## src/sv/tccc_pkg.sv

```systemverilog
`default_nettype none

package tccc_pkg;

  // Drawing command codes on the result channel.
  typedef enum logic [1:0] {
    CMD_SINGLE = 2'd0,
    CMD_DOUBLE = 2'd1,
    CMD_SCROLL = 2'd2
  } cmd_t;

  // Main operation of one queued word.
  typedef enum logic [1:0] {
    OP_NONE,
    OP_SINGLE,
    OP_NEWLINE,
    OP_DOUBLE
  } op_t;

  // Configuration register indexes.
  localparam int CFG_INDEX_W = 2;
  typedef enum logic [CFG_INDEX_W-1:0] {
    REG_TEXT_COLUMNS = 2'd0,
    REG_TEXT_ROWS    = 2'd1
  } reg_index_t;

  // Character codes with a special meaning.
  localparam logic [7:0] CODE_END     = 8'd0;
  localparam logic [7:0] CODE_BLANK   = 8'd0;
  localparam logic [7:0] CODE_NEWLINE = 8'd10;
  localparam logic [7:0] CODE_MARK    = 8'd95;
  localparam logic [7:0] HIGH_CODE    = 8'd128;

  // Reset values of the configuration registers.
  localparam logic [7:0] TEXT_COLUMNS_RESET = 8'd100;
  localparam logic [6:0] TEXT_ROWS_RESET    = 7'd37;

  // One classified byte: an optional flushed lead, a main operation and
  // an optional cursor mark, carried out in that order.
  typedef struct packed {
    logic       flush;
    logic [7:0] flush_code;
    op_t        op;
    logic [7:0] code_a;
    logic [7:0] code_b;
    logic       mark;
  } entry_t;

endpackage

`default_nettype wire

```

## src/sv/tccc_text_if.sv

```systemverilog
`default_nettype none

interface tccc_text_if;
  logic       valid;
  logic       ready;
  logic [7:0] text_byte;
  logic       end_of_string;

  modport source (output valid, text_byte, end_of_string, input ready);
  modport sink (input valid, text_byte, end_of_string, output ready);
endinterface

`default_nettype wire

```

## src/sv/tccc_draw_if.sv

```systemverilog
`default_nettype none

interface tccc_draw_if;
  import tccc_pkg::*;
  logic       valid;
  logic       ready;
  cmd_t       command;
  logic [7:0] first_code;
  logic [7:0] second_code;
  logic [6:0] cell_column;
  logic [5:0] cell_row;
  logic       final_of_run;

  modport source (output valid, command, first_code, second_code, cell_column, cell_row,
                  final_of_run, input ready);
  modport sink (input valid, command, first_code, second_code, cell_column, cell_row,
                final_of_run, output ready);
endinterface

`default_nettype wire

```

## src/sv/tccc_cfg_if.sv

```systemverilog
`default_nettype none

interface tccc_cfg_if;
  import tccc_pkg::*;
  logic                   valid;
  logic                   ready;
  logic [CFG_INDEX_W-1:0] index;
  logic [7:0]             data;

  modport source (output valid, index, data, input ready);
  modport sink (input valid, index, data, output ready);
endinterface

`default_nettype wire

```

## src/sv/tccc_front.sv

```systemverilog
`default_nettype none

module tccc_front (
  input  wire logic            clk,
  input  wire logic            rst,
  tccc_text_if.sink            text,
  input  wire logic            q_full,
  output logic                 q_push,
  output tccc_pkg::entry_t     q_data
);
  import tccc_pkg::*;

  logic       lead_pending;
  logic [7:0] lead_byte;
  logic       lead_pending_next;
  logic [7:0] lead_byte_next;
  logic       has_work;
  logic       accept;
  op_t        plain_op;

  assign text.ready = !q_full;
  assign accept     = text.valid && !q_full;
  assign q_push     = accept && has_work;

  // Classify the incoming byte against the pending lead byte.
  always_comb begin
    q_data            = '0;
    has_work          = 1'b1;
    lead_pending_next = lead_pending;
    lead_byte_next    = lead_byte;
    plain_op          = (text.text_byte == CODE_NEWLINE) ? OP_NEWLINE : OP_SINGLE;
    q_data.mark       = text.end_of_string;
    priority if (text.text_byte == CODE_END) begin
      q_data.flush      = lead_pending;
      q_data.flush_code = lead_byte;
      q_data.mark       = 1'b1;
      lead_pending_next = 1'b0;
    end else if (lead_pending) begin
      lead_pending_next = 1'b0;
      if (text.text_byte >= HIGH_CODE) begin
        q_data.op     = OP_DOUBLE;
        q_data.code_a = lead_byte;
        q_data.code_b = text.text_byte;
      end else begin
        q_data.flush      = 1'b1;
        q_data.flush_code = lead_byte;
        q_data.op         = plain_op;
        q_data.code_a     = text.text_byte;
      end
    end else if (text.text_byte >= HIGH_CODE) begin
      if (text.end_of_string) begin
        q_data.op     = OP_SINGLE;
        q_data.code_a = text.text_byte;
      end else begin
        // A lead byte is held until the next byte shows whether it has a trail byte.
        has_work          = 1'b0;
        lead_pending_next = 1'b1;
        lead_byte_next    = text.text_byte;
      end
    end else begin
      q_data.op     = plain_op;
      q_data.code_a = text.text_byte;
    end
  end

  // Pending lead state.
  always_ff @(posedge clk) begin
    if (rst) begin
      lead_pending <= 1'b0;
      lead_byte    <= '0;
    end else if (accept) begin
      lead_pending <= lead_pending_next;
      lead_byte    <= lead_byte_next;
    end
  end

  a_hold_no_push: assert property (@(posedge clk) disable iff (rst)
    accept && !has_work |-> text.text_byte >= HIGH_CODE && !lead_pending)
    else $error("held lead byte on an unexpected path");
  a_hold_sets_pending: assert property (@(posedge clk) disable iff (rst)
    accept && !has_work |=> lead_pending)
    else $error("lead byte was not held");
  a_end_clears_pending: assert property (@(posedge clk) disable iff (rst)
    accept && text.text_byte == CODE_END |=> !lead_pending)
    else $error("end byte left a lead pending");

endmodule

`default_nettype wire

```

## src/sv/tccc_queue.sv

```systemverilog
`default_nettype none

module tccc_queue #(
  parameter int DEPTH = 4
) (
  input  wire logic             clk,
  input  wire logic             rst,
  input  wire logic             push,
  input  wire tccc_pkg::entry_t push_data,
  output logic                  full,
  input  wire logic             pop,
  output tccc_pkg::entry_t      pop_data,
  output logic                  empty
);
  import tccc_pkg::*;

  localparam int AW = (DEPTH > 1) ? $clog2(DEPTH) : 1;
  localparam int NW = $clog2(DEPTH + 1);
  localparam logic [AW-1:0] LAST = AW'(DEPTH - 1);
  localparam logic [NW-1:0] FULL_COUNT = NW'(DEPTH);

  entry_t        slots [DEPTH];
  logic [AW-1:0] wr_ptr;
  logic [AW-1:0] rd_ptr;
  logic [NW-1:0] count;

  assign full     = (count == FULL_COUNT);
  assign empty    = (count == '0);
  assign pop_data = slots[rd_ptr];

  // Pointers and fill count.
  always_ff @(posedge clk) begin
    if (rst) begin
      wr_ptr <= '0;
      rd_ptr <= '0;
      count  <= '0;
    end else begin
      if (push) begin
        wr_ptr <= (wr_ptr == LAST) ? '0 : wr_ptr + 1'b1;
      end
      if (pop) begin
        rd_ptr <= (rd_ptr == LAST) ? '0 : rd_ptr + 1'b1;
      end
      if (push && !pop) begin
        count <= count + 1'b1;
      end else if (pop && !push) begin
        count <= count - 1'b1;
      end
    end
  end

  // Entry storage.
  always_ff @(posedge clk) begin
    if (push) begin
      slots[wr_ptr] <= push_data;
    end
  end

  a_no_overflow: assert property (@(posedge clk) disable iff (rst) push |-> !full)
    else $error("push into a full queue");
  a_no_underflow: assert property (@(posedge clk) disable iff (rst) pop |-> !empty)
    else $error("pop from an empty queue");
  a_count_bound: assert property (@(posedge clk) disable iff (rst) count <= FULL_COUNT)
    else $error("queue count out of range");

endmodule

`default_nettype wire

```

## src/sv/tccc_back.sv

```systemverilog
`default_nettype none

module tccc_back #(
  parameter int MAX_COLUMNS = 128,
  parameter int MAX_ROWS    = 64
) (
  input  wire logic             clk,
  input  wire logic             rst,
  input  wire logic [7:0]       text_columns,
  input  wire logic [6:0]       text_rows,
  input  wire logic             q_empty,
  input  wire tccc_pkg::entry_t q_data,
  output logic                  q_pop,
  tccc_draw_if.source           draw
);
  import tccc_pkg::*;

  localparam int CW = (MAX_COLUMNS > 1) ? $clog2(MAX_COLUMNS) : 1;
  localparam int RW = (MAX_ROWS > 1) ? $clog2(MAX_ROWS) : 1;
  localparam logic [8:0] MAX_C = 9'(MAX_COLUMNS);
  localparam logic [8:0] MAX_R = 9'(MAX_ROWS);

  logic [CW-1:0] cursor_column;
  logic [RW-1:0] cursor_row;
  logic          cur_valid;
  entry_t        cur;
  logic          scroll_pend;
  logic          out_valid;

  logic [8:0] cols9, rows9, cols_eff, rows_eff;
  logic [8:0] cur_col, cur_row, sum1, sum2, row_plus, step_row;
  logic       wrap1, wrap2, step_scroll;
  logic [8:0] col_next, row_next;
  logic       scroll_next;
  entry_t     nxt;
  cmd_t       emit_cmd;
  logic [7:0] emit_a, emit_b;
  logic [8:0] emit_col, emit_row;
  logic       final_cmd, can_emit, fire;

  // Saturated screen size and cursor held inside it.
  always_comb begin
    cols9    = {1'b0, text_columns};
    rows9    = {2'b00, text_rows};
    cols_eff = (cols9 < 9'd2) ? 9'd2 : ((cols9 > MAX_C) ? MAX_C : cols9);
    rows_eff = (rows9 < 9'd1) ? 9'd1 : ((rows9 > MAX_R) ? MAX_R : rows9);
    cur_col  = (9'(cursor_column) >= cols_eff) ? cols_eff - 9'd1 : 9'(cursor_column);
    cur_row  = (9'(cursor_row) >= rows_eff) ? rows_eff - 9'd1 : 9'(cursor_row);
  end

  // Cursor arithmetic for one- and two-cell advances and a row step.
  always_comb begin
    sum1        = cur_col + 9'd1;
    sum2        = cur_col + 9'd2;
    wrap1       = (sum1 >= cols_eff);
    wrap2       = (sum2 >= cols_eff);
    row_plus    = cur_row + 9'd1;
    step_scroll = (row_plus >= rows_eff);
    step_row    = step_scroll ? cur_row : row_plus;
  end

  // Pick the next command of the current word and the state it leaves.
  always_comb begin
    nxt         = cur;
    col_next    = cur_col;
    row_next    = cur_row;
    scroll_next = 1'b0;
    emit_cmd    = CMD_SINGLE;
    emit_a      = CODE_BLANK;
    emit_b      = 8'd0;
    emit_col    = cur_col;
    emit_row    = cur_row;
    priority if (scroll_pend) begin
      emit_cmd = CMD_SCROLL;
      emit_col = 9'd0;
      emit_row = 9'd0;
    end else if (cur.flush || cur.op == OP_SINGLE) begin
      // Single glyph, either a flushed lead or the main byte.
      if (cur.flush) begin
        emit_a    = cur.flush_code;
        nxt.flush = 1'b0;
      end else begin
        emit_a = cur.code_a;
        nxt.op = OP_NONE;
      end
      col_next = wrap1 ? sum1 - cols_eff : sum1;
      if (wrap1) begin
        row_next    = step_row;
        scroll_next = step_scroll;
      end
    end else if (cur.op == OP_NEWLINE || (cur.op == OP_DOUBLE && wrap1)) begin
      // Blank the cell and start a new line; a cut double-byte glyph stays queued.
      if (cur.op == OP_NEWLINE) begin
        nxt.op = OP_NONE;
      end
      col_next    = 9'd0;
      row_next    = step_row;
      scroll_next = step_scroll;
    end else if (cur.op == OP_DOUBLE) begin
      emit_cmd = CMD_DOUBLE;
      emit_a   = cur.code_a;
      emit_b   = cur.code_b;
      nxt.op   = OP_NONE;
      col_next = wrap2 ? sum2 - cols_eff : sum2;
      if (wrap2) begin
        row_next    = step_row;
        scroll_next = step_scroll;
      end
    end else begin
      emit_a   = CODE_MARK;
      nxt.mark = 1'b0;
    end
    final_cmd = !(scroll_next || nxt.flush || nxt.op != OP_NONE || nxt.mark);
  end

  assign can_emit   = !out_valid || draw.ready;
  assign fire       = cur_valid && can_emit;
  assign q_pop      = !q_empty && (!cur_valid || (fire && final_cmd));
  assign draw.valid = out_valid;

  // Control state: cursor, current word and output register.
  always_ff @(posedge clk) begin
    if (rst) begin
      cursor_column <= '0;
      cursor_row    <= '0;
      cur_valid     <= 1'b0;
      scroll_pend   <= 1'b0;
      out_valid     <= 1'b0;
    end else begin
      if (fire) begin
        cursor_column <= CW'(col_next);
        cursor_row    <= RW'(row_next);
        scroll_pend   <= scroll_next;
        out_valid     <= 1'b1;
      end else if (draw.ready) begin
        out_valid <= 1'b0;
      end
      if (q_pop) begin
        cur_valid <= 1'b1;
      end else if (fire && final_cmd) begin
        cur_valid <= 1'b0;
      end
    end
  end

  // Word and result payload.
  always_ff @(posedge clk) begin
    if (q_pop) begin
      cur <= q_data;
    end else if (fire) begin
      cur <= nxt;
    end
    if (fire) begin
      draw.command      <= emit_cmd;
      draw.first_code   <= emit_a;
      draw.second_code  <= emit_b;
      draw.cell_column  <= emit_col[6:0];
      draw.cell_row     <= emit_row[5:0];
      draw.final_of_run <= final_cmd;
    end
  end

  a_word_continues: assert property (@(posedge clk) disable iff (rst)
    fire && !final_cmd |=> cur_valid)
    else $error("word dropped before its last command");
  a_scroll_first: assert property (@(posedge clk) disable iff (rst)
    fire && scroll_pend |-> emit_cmd == CMD_SCROLL)
    else $error("pending scroll not issued first");
  a_scroll_blank: assert property (@(posedge clk) disable iff (rst)
    fire && emit_cmd == CMD_SCROLL |-> emit_a == 8'd0 && emit_b == 8'd0 &&
      emit_col == 9'd0 && emit_row == 9'd0)
    else $error("scroll command carries cell fields");
  a_cell_inside: assert property (@(posedge clk) disable iff (rst)
    fire && emit_cmd != CMD_SCROLL |-> emit_col < cols_eff && emit_row < rows_eff)
    else $error("glyph drawn outside the text area");

endmodule

`default_nettype wire

```

## src/sv/text_console_cursor_controller.sv

```systemverilog
`default_nettype none

// Text console cursor controller.
// The text channel takes one word per cycle while the queue is not full: a
// text byte and an end-of-string flag. The draw channel returns drawing
// commands (single glyph, double-byte glyph, scroll up one row) with the cell
// position, and final_of_run marks the last command a byte caused. The cfg
// channel writes text_columns (index 0) and text_rows (index 1); it is always
// ready and should be used only while no text is in flight.
// A front stage classifies bytes and holds a pending lead byte; a small queue
// of QUEUE_DEPTH words feeds the back stage, which owns the cursor and issues
// one command per cycle while the draw receiver is ready. A byte holds the
// back stage until its last command issues, so a typical printable byte
// sustains one per cycle; one with a flush, wrap, scrolls and a cursor mark
// holds it longer. A held lead byte causes no command. Each byte passes the
// queue, current-word and output registers before reaching the draw channel.
// When the draw receiver stalls, the output register holds its word, the back
// stage waits, and the text channel keeps taking bytes until the queue fills.
// Reset homes the cursor, drops any pending lead, empties the queue and loads
// 100 columns by 37 rows.
module text_console_cursor_controller #(
  parameter int MAX_COLUMNS = 128,
  parameter int MAX_ROWS    = 64,
  parameter int QUEUE_DEPTH = 4
) (
  input  wire logic   clk,
  input  wire logic   rst,
  tccc_text_if.sink   text,
  tccc_draw_if.source draw,
  tccc_cfg_if.sink    cfg
);
  import tccc_pkg::*;

  logic [7:0] text_columns;
  logic [6:0] text_rows;
  logic       q_full, q_push, q_pop, q_empty;
  entry_t     q_in, q_out;

  assign cfg.ready = 1'b1;

  // Configuration registers; unknown indexes are ignored.
  always_ff @(posedge clk) begin
    if (rst) begin
      text_columns <= TEXT_COLUMNS_RESET;
      text_rows    <= TEXT_ROWS_RESET;
    end else if (cfg.valid) begin
      unique case (cfg.index)
        REG_TEXT_COLUMNS: text_columns <= cfg.data;
        REG_TEXT_ROWS:    text_rows    <= cfg.data[6:0];
        default: ;
      endcase
    end
  end

  tccc_front u_front (
    .clk    (clk),
    .rst    (rst),
    .text   (text),
    .q_full (q_full),
    .q_push (q_push),
    .q_data (q_in)
  );

  tccc_queue #(
    .DEPTH (QUEUE_DEPTH)
  ) u_queue (
    .clk       (clk),
    .rst       (rst),
    .push      (q_push),
    .push_data (q_in),
    .full      (q_full),
    .pop       (q_pop),
    .pop_data  (q_out),
    .empty     (q_empty)
  );

  tccc_back #(
    .MAX_COLUMNS (MAX_COLUMNS),
    .MAX_ROWS    (MAX_ROWS)
  ) u_back (
    .clk          (clk),
    .rst          (rst),
    .text_columns (text_columns),
    .text_rows    (text_rows),
    .q_empty      (q_empty),
    .q_data       (q_out),
    .q_pop        (q_pop),
    .draw         (draw)
  );

endmodule

`default_nettype wire
```

## src/flat_wrapper.sv

```systemverilog
// flat-port wrapper written by rule: the top's interface ports become plain ports
module text_console_cursor_controller_flat import tccc_pkg::*;
#(
  parameter int MAX_COLUMNS = 128,
  parameter int MAX_ROWS    = 64,
  parameter int QUEUE_DEPTH = 4
)
  (clk, rst, text_valid, text_text_byte, text_end_of_string, text_ready, draw_valid, draw_command, draw_first_code, draw_second_code, draw_cell_column, draw_cell_row, draw_final_of_run, draw_ready, cfg_valid, cfg_index, cfg_data, cfg_ready);
  tccc_text_if text_i ();
  tccc_draw_if draw_i ();
  tccc_cfg_if cfg_i ();
  input  wire logic clk;
  input  wire logic rst;
  input wire logic [$bits(text_i.valid)-1:0] text_valid;
  input wire logic [$bits(text_i.text_byte)-1:0] text_text_byte;
  input wire logic [$bits(text_i.end_of_string)-1:0] text_end_of_string;
  output wire logic [$bits(text_i.ready)-1:0] text_ready;
  output wire logic [$bits(draw_i.valid)-1:0] draw_valid;
  output wire logic [$bits(draw_i.command)-1:0] draw_command;
  output wire logic [$bits(draw_i.first_code)-1:0] draw_first_code;
  output wire logic [$bits(draw_i.second_code)-1:0] draw_second_code;
  output wire logic [$bits(draw_i.cell_column)-1:0] draw_cell_column;
  output wire logic [$bits(draw_i.cell_row)-1:0] draw_cell_row;
  output wire logic [$bits(draw_i.final_of_run)-1:0] draw_final_of_run;
  input wire logic [$bits(draw_i.ready)-1:0] draw_ready;
  input wire logic [$bits(cfg_i.valid)-1:0] cfg_valid;
  input wire logic [$bits(cfg_i.index)-1:0] cfg_index;
  input wire logic [$bits(cfg_i.data)-1:0] cfg_data;
  output wire logic [$bits(cfg_i.ready)-1:0] cfg_ready;
  assign text_i.valid = text_valid;
  assign text_i.text_byte = text_text_byte;
  assign text_i.end_of_string = text_end_of_string;
  assign text_ready = text_i.ready;
  assign draw_valid = draw_i.valid;
  assign draw_command = draw_i.command;
  assign draw_first_code = draw_i.first_code;
  assign draw_second_code = draw_i.second_code;
  assign draw_cell_column = draw_i.cell_column;
  assign draw_cell_row = draw_i.cell_row;
  assign draw_final_of_run = draw_i.final_of_run;
  assign draw_i.ready = draw_ready;
  assign cfg_i.valid = cfg_valid;
  assign cfg_i.index = cfg_index;
  assign cfg_i.data = cfg_data;
  assign cfg_ready = cfg_i.ready;
  text_console_cursor_controller #(.MAX_COLUMNS(MAX_COLUMNS), .MAX_ROWS(MAX_ROWS), .QUEUE_DEPTH(QUEUE_DEPTH)) u_core (.clk(clk), .rst(rst), .text(text_i), .draw(draw_i), .cfg(cfg_i));
endmodule
```

## config.mk

```make
export PLATFORM = sky130hd
export DESIGN_NAME = text_console_cursor_controller_flat
export DESIGN_NICKNAME = d
export VERILOG_FILES = /design/src/sv/tccc_pkg.sv /design/src/sv/tccc_text_if.sv /design/src/sv/tccc_draw_if.sv /design/src/sv/tccc_cfg_if.sv /design/src/sv/tccc_front.sv /design/src/sv/tccc_queue.sv /design/src/sv/tccc_back.sv /design/src/sv/text_console_cursor_controller.sv /design/src/flat_wrapper.sv
export SDC_FILE = /design/constraint.sdc
export NUM_CORES = 1
export LEC_CHECK = 0
export CAP_MARGIN = 20
export CORE_AREA = 2 2 184 186
export CTS_BUF_LIST = sky130_fd_sc_hd__clkbuf_8
export DETAILED_ROUTE_END_ITERATION = 8
export DIE_AREA = 0 0 186 188
export DONT_BUFFER_PORTS = 1
export PLACE_DENSITY_LB_ADDON = 0.2
export SYNTH_ARGS = -nofsm -noshare
export SYNTH_HDL_FRONTEND = slang
export SYNTH_HIERARCHICAL = 1
export SYNTH_SLANG_ARGS = --single-unit
export TNS_END_PERCENT = 30
```

## constraint.sdc

```tcl
create_clock -name clk -period 8.7 [get_ports clk]
set_input_delay 0.435 -clock clk [delete_from_list [all_inputs] [get_ports clk]]
set_output_delay 0.435 -clock clk [all_outputs]
set_load 0.01 [all_outputs]
```

==> results.json <==
{
  "main_combinational_cell_family_by_area_after_synthesis": "simple AND/OR/NAND/NOR gates",
  "synth_mux_area_share_pct": 10.6,
  "clk_root_buffer_cell": "sky130_fd_sc_hd__clkbuf_8",
  "post_synthesis_share_of_cell_area_spent_on_full_adders_half_adders_and_majority_gates_pct": 5.89,
  "crit_path_frequent_cell": "sky130_fd_sc_hd__inv_1",
  "antenna_found_initial": 1,
  "postSynthNetCount": 999,
  "grt-ovfl-total": 0,
  "synth_common_cells": "172 x sky130_fd_sc_hd__edfxtp_1, 78 x sky130_fd_sc_hd__nor2_1, 55 x sky130_fd_sc_hd__nand2_1, 49 x sky130_fd_sc_hd__dfxtp_1, 48 x sky130_fd_sc_hd__ha_1",
  "hold_class": "input pin to flip-flop",
  "crit_buf_inv": 5,
  "fin_hold_ws_ps": 47.1,
  "synth-simple-area-share_pct": 13.9,
  "timing.max_cap.violations": 0,
  "die_height_um": 188,
  "multi_input_comb_area_mm2": 0.00492,
  "timing.max_slew.rel_slack_pct": 28.9,
  "clock_tree_from_tritoncts": "built",
  "grtUsageTotal_pct": 15.8,
  "postSynthCellCount": 924,
  "critical_path.endpoint_type": "flip-flop",
  "worst_path_arrival_ps": 8050,
  "maxClockFrequency_ghz": 0.133,
  "drt_first_iter_violations": 397,
  "detail_route.first_pass.iterations": 5,
  "synth_flop_cell": "sky130_fd_sc_hd__edfxtp_1",
  "place_congestion": 0.913,
  "final-hold-violation-count": 0,
  "global_route_wire_length_before_repair_um": 41800,
  "portBuffers": 0,
  "maxSlewViolCount": 0,
  "critical_path.top_delay_family": "simple AND/OR/NAND/NOR gates",
  "post_synth_edffs": 172,
  "drc": 0,
  "critical_path.startpoint_type": "flip-flop",
  "fp.dieW_um": 186,
  "worst_skew_pair.late_latency_ps": 590,
  "initial_utilization_pct": 34.4,
  "clockBufferDepth": 3,
  "max_stage_delay_ps": 650,
  "crit_slowest_cell": "sky130_fd_sc_hd__or4_1",
  "avgViaCountPerCell": 5.07,
  "num-fill-cells": 3222,
  "synthTopCellsByArea": "sky130_fd_sc_hd__edfxtp_1 45%, sky130_fd_sc_hd__dfxtp_1 8.6%, sky130_fd_sc_hd__ha_1 5.3%",
  "synthArstFlopShare_pct": 0,
  "grt_start_max_net_pins": 56,
  "number_of_h_tree_levels": 2,
  "synth_to_final_area_change_pct": 12.5,
  "synth_xor_area_share_pct": 2.23,
  "grt_setup_unrepaired": "false",
  "timing_worst_slew_pin_value_ps": 1050,
  "area_of_the_die_mm2": 0.0350,
  "nets": 1023,
  "worst_setup_hold_path_clk_slew_ps": 60,
  "synthesis.area_per_instance_um2": 12.3,
  "synth_area_in_compound_gates_pct": 10.4,
  "seq_area_frac_synth_pct": 54.0,
  "final_layout_size_suffix_gt1_share_pct": 11.9,
  "routed_wirelength_um": 27000,
  "num_antenna_cells": 0,
  "period_share_pct": 86.5,
  "setup-tns-final_ps": 0,
  "ioPinCount": 59,
  "ys_ff_latch": 221,
  "p_leak_nw": 4.62,
  "synth_top_area_share_pct": 45.3,
  "setup_viol": 0,
  "ir_worst_vdd_mv": 0.114,
  "synth_largest_area_cell": "sky130_fd_sc_hd__edfxtp_1",
  "skew_ps": 20.0,
  "synthesis.area_mm2": 0.0114,
  "worst_ep_required_time_ps": 9220,
  "fp-row-count": 67,
  "cts.repair_timing.setup_buffer_count": 0,
  "clock_sink_count": 221,
  "area_of_the_core_mm2": 0.0331,
  "first_global_vias": 7245,
  "yosysMostFrequentCell": "sky130_fd_sc_hd__edfxtp_1",
  "cts_resized": 0,
  "ys.warnings.count": 6,
  "power_density_mw_per_mm2": 301,
  "period_needed_ps": 7530,
  "drt.antenna.violating_nets": 0,
  "final-seq-area_mm2": 0.00615,
  "cp_max_fo": 14,
  "synth_cell_type_count": 82,
  "detail_placement_hpwl_um": 17700,
  "route.vias.total": 7251,
  "path_class": "flip-flop to flip-flop",
  "run_status": "complete, no violations",
  "tritoncts.num_buffers": 42,
  "wl_per_cell_um": 18.9
}
-- cells in the final DEF, fill, tap and decap left out, types with 40 or more instances in the layout --
| cell type | n |
|---|---|
| sky130_fd_sc_hd__a21oi_1 | 40 |
| sky130_fd_sc_hd__nand2_1 | 55 |
| sky130_fd_sc_hd__mux2i_1 | 44 |
| sky130_fd_sc_hd__inv_1 | 40 |
| sky130_fd_sc_hd__dfxtp_1 | 47 |
| sky130_fd_sc_hd__clkbuf_8 | 46 |
| sky130_fd_sc_hd__nor2_1 | 78 |
| sky130_fd_sc_hd__ha_1 | 48 |
| sky130_fd_sc_hd__edfxtp_1 | 172 |
-- metal layers --
layer	share of wire, %	vias up	track usage [%]
met5	0	-	0
met4	3.0	0	6.72
met3	5.3	52	3.07
met2	47	198	24.9
met1	45	3466	21.0
li1	-	3535	-
-- flip-flops by register name, summed over array words and instances, names as in the netlist, 7 cells and up, named ones only --
signal                          count
u_core/text_columns                 8
u_core/u_back/draw.second_code      8
u_core/u_back/draw.first_code       8
u_core/u_queue/slots              112
u_core/u_front/lead_byte            8
u_core/text_rows                    7
u_core/u_back/cursor_column         7
u_core/u_back/cur                  28
u_core/u_back/draw.cell_column      7
-- final timing paths --
| kind | start | to | slack, ps | depth (start not counted) |
|---|---|---|---|---|
| worst max-delay path | u_core/text_columns[4] | u_core/u_queue/count[2] | 1170 | 28 |
| worst min-delay path | cfg_data[0] | u_core/text_columns[0] | 50 | 2 |
| worst min register to register | u_core/u_front/lead_byte[4] | u_core/u_front/lead_byte[4] | 500 | 2 |
| worst max register to register | u_core/text_columns[4] | u_core/u_queue/count[2] | 1170 | 28 |
-- layout make-up --
class / instances / share of cell area (%)
flip-flops and latches: 221 / 48.0
multi-input cells: 636 / 38.4
clock buffers: 46 / 4.94
well taps: 448 / 4.38
clock inverters: 32 / 1.93
repair buffers: 17 / 1.48
inverters: 30 / 0.879
-- cell families (layout without fill, tap and decap cells) --
| logic type | Yosys count | count (layout) |
|---|---|---|
| buffers and inverters | 67 | 125 |
| muxes | 80 | 80 |
| adders and majority gates | 52 | 52 |
| DFF | 221 | 221 |
| other | 1 | 1 |
| and+or+nand+nor | 304 | 304 |
| xor gates and xnor gates | 29 | 29 |
| AOI/OAI and AO/OA | 170 | 170 |
-- report_power, final --
part / internal (mW) / leakage, nW / switching [mW]
Clock: 0.610 / 0.499 / 0.455
Sequential: 1.43 / 2.04 / 0.183
Combinational: 0.512 / 2.09 / 0.668
Total: 2.55 / 4.62 / 1.31
-- what timing repair did --
item                                    4_1_cts  5_1_grt
endpoints found under the hold margin        36        0
endpoints found under the setup margin        0        0
hold buffers                                 11        0
-- through the flow --
stage | area [um^2] | instances | utilization [%] | worst slack [ps] | power, mW
final | 12800 | 1430 | 38.7 | 1170 | 3.86
after floorplan | 11400 | 924 | - | 1360 | 2.52
after CTS | 12800 | 1428 | 38.6 | 1260 | 3.90
after global placement | 11800 | 1339 | 35.5 | 1500 | 2.80
after detailed placement | 11800 | 1339 | 35.5 | 1310 | 2.80
after global routing | 12800 | 1430 | 38.7 | 526 | 4.11
Power figures use the tool's default switching activity.
